$ cat src/hdl/cma_sat.sv
module cma_sat #(
  parameter int ACC_W  = 48,
  parameter int TERM_W = 37,
  parameter bit UNS    = 1'b0
) (
  input  logic [ACC_W-1:0]         acc,
  input  logic signed [TERM_W-1:0] term,
  output logic [ACC_W-1:0]         sum
);

  localparam int SW = ((ACC_W > TERM_W) ? ACC_W : TERM_W) + 2;

  logic signed [SW-1:0] acc_x;
  logic signed [SW-1:0] term_x;
  logic signed [SW-1:0] sum_x;
  logic signed [SW-1:0] hi_x;
  logic signed [SW-1:0] lo_x;
  logic signed [SW-1:0] smax_x;

  always_comb begin
    smax_x = $signed(SW'({1'b0, {(ACC_W-1){1'b1}}}));
    if (UNS) begin
      acc_x = $signed(SW'(acc));
      hi_x  = $signed(SW'({ACC_W{1'b1}}));
      lo_x  = '0;
    end else begin
      acc_x = SW'($signed(acc));
      hi_x  = smax_x;
      lo_x  = ~smax_x;
    end
    term_x = SW'(term);
    sum_x  = acc_x + term_x;
    if (sum_x > hi_x) begin
      sum = hi_x[ACC_W-1:0];
    end else if (sum_x < lo_x) begin
      sum = lo_x[ACC_W-1:0];
    end else begin
      sum = sum_x[ACC_W-1:0];
    end
  end

endmodule

$ cat config.mk
export PLATFORM = sky130hd
export DESIGN_NAME = cma_sat
export DESIGN_NICKNAME = d
export VERILOG_FILES = /design/src/hdl/cma_sat.sv
export SDC_FILE = /design/constraint.sdc
export NUM_CORES = 1
export LEC_CHECK = 0
export BUFFER_PORTS_ARGS = -buffer_cell sky130_fd_sc_hd__buf_2
export CORE_MARGIN = 8
export CORE_UTILIZATION = 51
export DETAILED_ROUTE_END_ITERATION = 8
export PLACE_DENSITY = 0.94
export SLEW_MARGIN = 40
export SYNTH_ARGS = -nofsm -noshare
export SYNTH_HDL_FRONTEND = slang
export SYNTH_SLANG_ARGS = --single-unit
$ cat constraint.sdc
create_clock -name vclk -period 7.2
set_clock_uncertainty 0.2 [all_clocks]
set_input_delay 1.8 -clock vclk [all_inputs]
set_output_delay 1.8 -clock vclk [all_outputs]
set_load 0.005 [all_outputs]
==> results.sh <==
export IMPL_p_comb_share_pct=100.0
export IMPL_wirelength_mm=10.1
export IMPL_grt_pass1_wl_mm=16.3
export IMPL_hold_buffers=0
export IMPL_leakage_nw=1.86
export IMPL_num_antenna_cells=0
export IMPL_yosysWarningCount=0
export IMPL_internal_power_w=0.000212
export IMPL_io_pins=133
export IMPL_timing_final_crit_period_ns=6.95
export IMPL_fin_crit_sh_pct=96.5
export IMPL_grt_start_max_net_pins=24
export IMPL_synth_sequential_area_ratio_pct=0
export IMPL_worst_path_buf_inv=3
export IMPL_hold_violations=0
export IMPL_wl_per_cell_um=15.8
export IMPL_gpl_wtd_cong=0.971
export IMPL_grt_setup_unrepaired="no"
export IMPL_most_common_layout_cells="sky130_fd_sc_hd__buf_2, sky130_fd_sc_hd__a21oi_1, sky130_fd_sc_hd__ha_1, sky130_fd_sc_hd__nand2_1, sky130_fd_sc_hd__nor2_1"
export IMPL_drc_errors=0
export IMPL_tns_ns=0
export IMPL_grt_total_usage_pct=21.5
export IMPL_area_sequential_um2=0
export IMPL_critical_path_cell_chain="buf_2 > ha_1 > inv_1 > fa_1 > nor2b_1 > o2111ai_1 > a21o_1 > a2111oi_4 > o211a_1 > o21ai_1 > o211ai_1 > nor2_1 > o41ai_1 > buf_2"
export IMPL_placementRows=28
export IMPL_via_count=3876
export IMPL_worst_path_most_repeated_cell="sky130_fd_sc_hd__buf_2"
export IMPL_relSlewSlack_pct=67.4
export IMPL_hold_worst_slack_ns=3.81
export IMPL_clock_buffer_count=0
export IMPL_layout_sequential_cells=0
export IMPL_num_nets_final=702
export IMPL_mappedNetlistNets=583
export IMPL_holdCritStartpoint="term[0]"
export IMPL_viasPerCell=6.05
export IMPL_floorplan_initialDensity_pct=51.8
export IMPL_synthesis_area_per_instance_um2=6.71
export IMPL_area_delta_synth_final_pct=24.6
export IMPL_pwr_density_cell_mw_per_mm2=126
export IMPL_seq_power_share_pct=0
export IMPL_final_fill_count=551
export IMPL_sort_of_element_at_the_start_of_the_critical_path="input pin"
export IMPL_fmax_ghz=0.144
export IMPL_syn_cell_area_mm2=0.00301
export IMPL_outcome="finished, final reports clean"
export IMPL_netlist_instances=449
export IMPL_timing_critical_path_arrival_ns=4.95
export IMPL_port_buffer_count=133
export IMPL_required_ns=5.20
export IMPL_post_cts_setup_buffers=0
export IMPL_ir_drop_mv=0.0757
export IMPL_design_core_area_mm2=0.00582
export IMPL_share_of_final_layout_standard_cells_stronger_than_drive_strength_1_pct=27.4
export IMPL_max_stage_delay_ns=0.44
export IMPL_drt_antenna_violating_nets=0
export IMPL_dieArea_mm2=0.00863
export IMPL_hold_path_class="in2out"
export IMPL_tightestPinTransition_ns=0.477
export IMPL_post_cts_resized=0
export IMPL_timing_hold_worst_endpoint="sum[0]"
export IMPL_dp_final_hpwl_mm=8.66
export IMPL_power_frac_clock_pct=0
export IMPL_report_final_slew_viol_count=0
export IMPL_grt_overflow_total=0
export IMPL_layout_cells_most_common="sky130_fd_sc_hd__buf_2"
export IMPL_drt_first_iter_violations=229
export IMPL_number_of_max_cap_violations=0
export IMPL_synth_cell_types=57
export IMPL_firstDrtPassIters=7
export IMPL_timing_final_setup_violations=0
export IMPL_critical_path_slowest_cell="sky130_fd_sc_hd__a2111oi_4"
export IMPL_cp_max_fo=3
export IMPL_critPathCaptureType="output pin"
export IMPL_dieHeight_um=92.9
export IMPL_die_w_um=92.9
export IMPL_number_of_antenna_violations_at_the_first_check_in_global_routing=0
export IMPL_hold_path_depth=5
export IMPL_cp_top_family="compound AO/OA/AOI/OAI gates"
export IMPL_path_class="in2out"
export IMPL_swShare_pct=55.1
export IMPL_vias_in_the_first_global_route=3864
export IMPL_switchingPower_w=0.000260
[cell families (layout without fill, tap and decap cells)]
logic type                 after synthesis  in the layout  synth area share, %
and+or+nand+nor                        121            121                 20.0
buffers and inverters                   41            158                 5.77
adders and majority gates               52             52                 21.6
muxes                                    1              1                0.332
AOI/OAI and AO/OA                      190            190                 39.2
xor gates and xnor gates                44             44                 13.0
[cell type report]
class	instances	area, um2	share of cell area [%]
Tap cell	75	93.8	2.50
Timing Repair Buffer	141	738	19.7
Inverter	17	63.8	1.70
Multi-Input combinational cell	408	2860	76.1
[synth_stat cells, types with 2 or more instances]
| cell | instances | area (um2) |
|---|---|---|
| sky130_fd_sc_hd__a21o_1 | 25 | 188 |
| sky130_fd_sc_hd__nor2_1 | 26 | 97.6 |
| sky130_fd_sc_hd__o31a_1 | 2 | 17.5 |
| sky130_fd_sc_hd__o21a_1 | 4 | 30.0 |
| sky130_fd_sc_hd__o211ai_1 | 4 | 30.0 |
| sky130_fd_sc_hd__o221ai_1 | 3 | 26.3 |
| sky130_fd_sc_hd__nor3_1 | 3 | 15.0 |
| sky130_fd_sc_hd__and4_1 | 2 | 17.5 |
| sky130_fd_sc_hd__nor4_1 | 3 | 18.8 |
| sky130_fd_sc_hd__inv_1 | 17 | 63.8 |
| sky130_fd_sc_hd__maj3_1 | 2 | 20.0 |
| sky130_fd_sc_hd__o21bai_1 | 5 | 37.5 |
| sky130_fd_sc_hd__xnor2_1 | 22 | 193 |
| sky130_fd_sc_hd__buf_2 | 10 | 50.1 |
| sky130_fd_sc_hd__a21oi_1 | 80 | 400 |
| sky130_fd_sc_hd__nand2_1 | 38 | 143 |
| sky130_fd_sc_hd__o2111ai_1 | 2 | 17.5 |
| sky130_fd_sc_hd__o21ai_0 | 18 | 90.1 |
| sky130_fd_sc_hd__xor2_1 | 21 | 184 |
| sky130_fd_sc_hd__a31oi_1 | 4 | 25.0 |
| sky130_fd_sc_hd__nor3b_1 | 2 | 15.0 |
| sky130_fd_sc_hd__clkbuf_1 | 13 | 48.8 |
| sky130_fd_sc_hd__o21ai_1 | 25 | 125 |
| sky130_fd_sc_hd__ha_1 | 48 | 601 |
| sky130_fd_sc_hd__and3_1 | 4 | 25.0 |
| sky130_fd_sc_hd__nor2b_1 | 7 | 43.8 |
| sky130_fd_sc_hd__nand2b_1 | 7 | 43.8 |
| sky130_fd_sc_hd__nand4_1 | 14 | 87.6 |
| sky130_fd_sc_hd__or3_1 | 3 | 18.8 |
| sky130_fd_sc_hd__nand3_1 | 8 | 40.0 |
[per-stage QoR]
step	std cells	instance area [um2]	utilization [%]	setup WS (ns)	total power, W
final	641	3760	64.6	0.250	0.000473
after global routing	641	3760	64.6	0.102	0.000517
after CTS	641	3740	64.3	0.129	0.000468
after detailed placement	641	3740	64.3	0.145	0.000465
after global placement	641	3740	64.3	0.153	0.000456
after floorplan	449	3010	-	0.767	0.000292
[how the worst max path moves through the flow]
stage,startpoint,to,slack [ns],cells after the start
after floorplan,acc[0],sum[10],0.77,14
after global placement,acc[0],sum[31],0.15,16
after detailed placement,acc[0],sum[24],0.15,16
after CTS,acc[0],sum[24],0.13,16
after global routing,acc[0],sum[46],0.10,14
final,acc[0],sum[46],0.25,14
[layer usage]
layer | GRT usage (%) | vias to the layer above | wire length [um]
li1 | - | 1907 | -
met1 | 24.6 | 1759 | 4100
met2 | 39.4 | 187 | 5040
met3 | 3.48 | 23 | 805
met4 | 6.58 | 0 | 202
met5 | 0 | - | 0
[power groups by stage]
stage / Sequential [W] / Clock, W / Combinational, W
2_1_floorplan: 0 / 0 / 0.000292
3_3_place_gp: 0 / 0 / 0.000456
3_5_place_dp: 0 / 0 / 0.000465
4_1_cts: 0 / 0 / 0.000468
5_1_grt: 0 / 0 / 0.000517
6_report: 0 / 0 / 0.000473
Note: power is estimated with default switching activity, not from simulation.
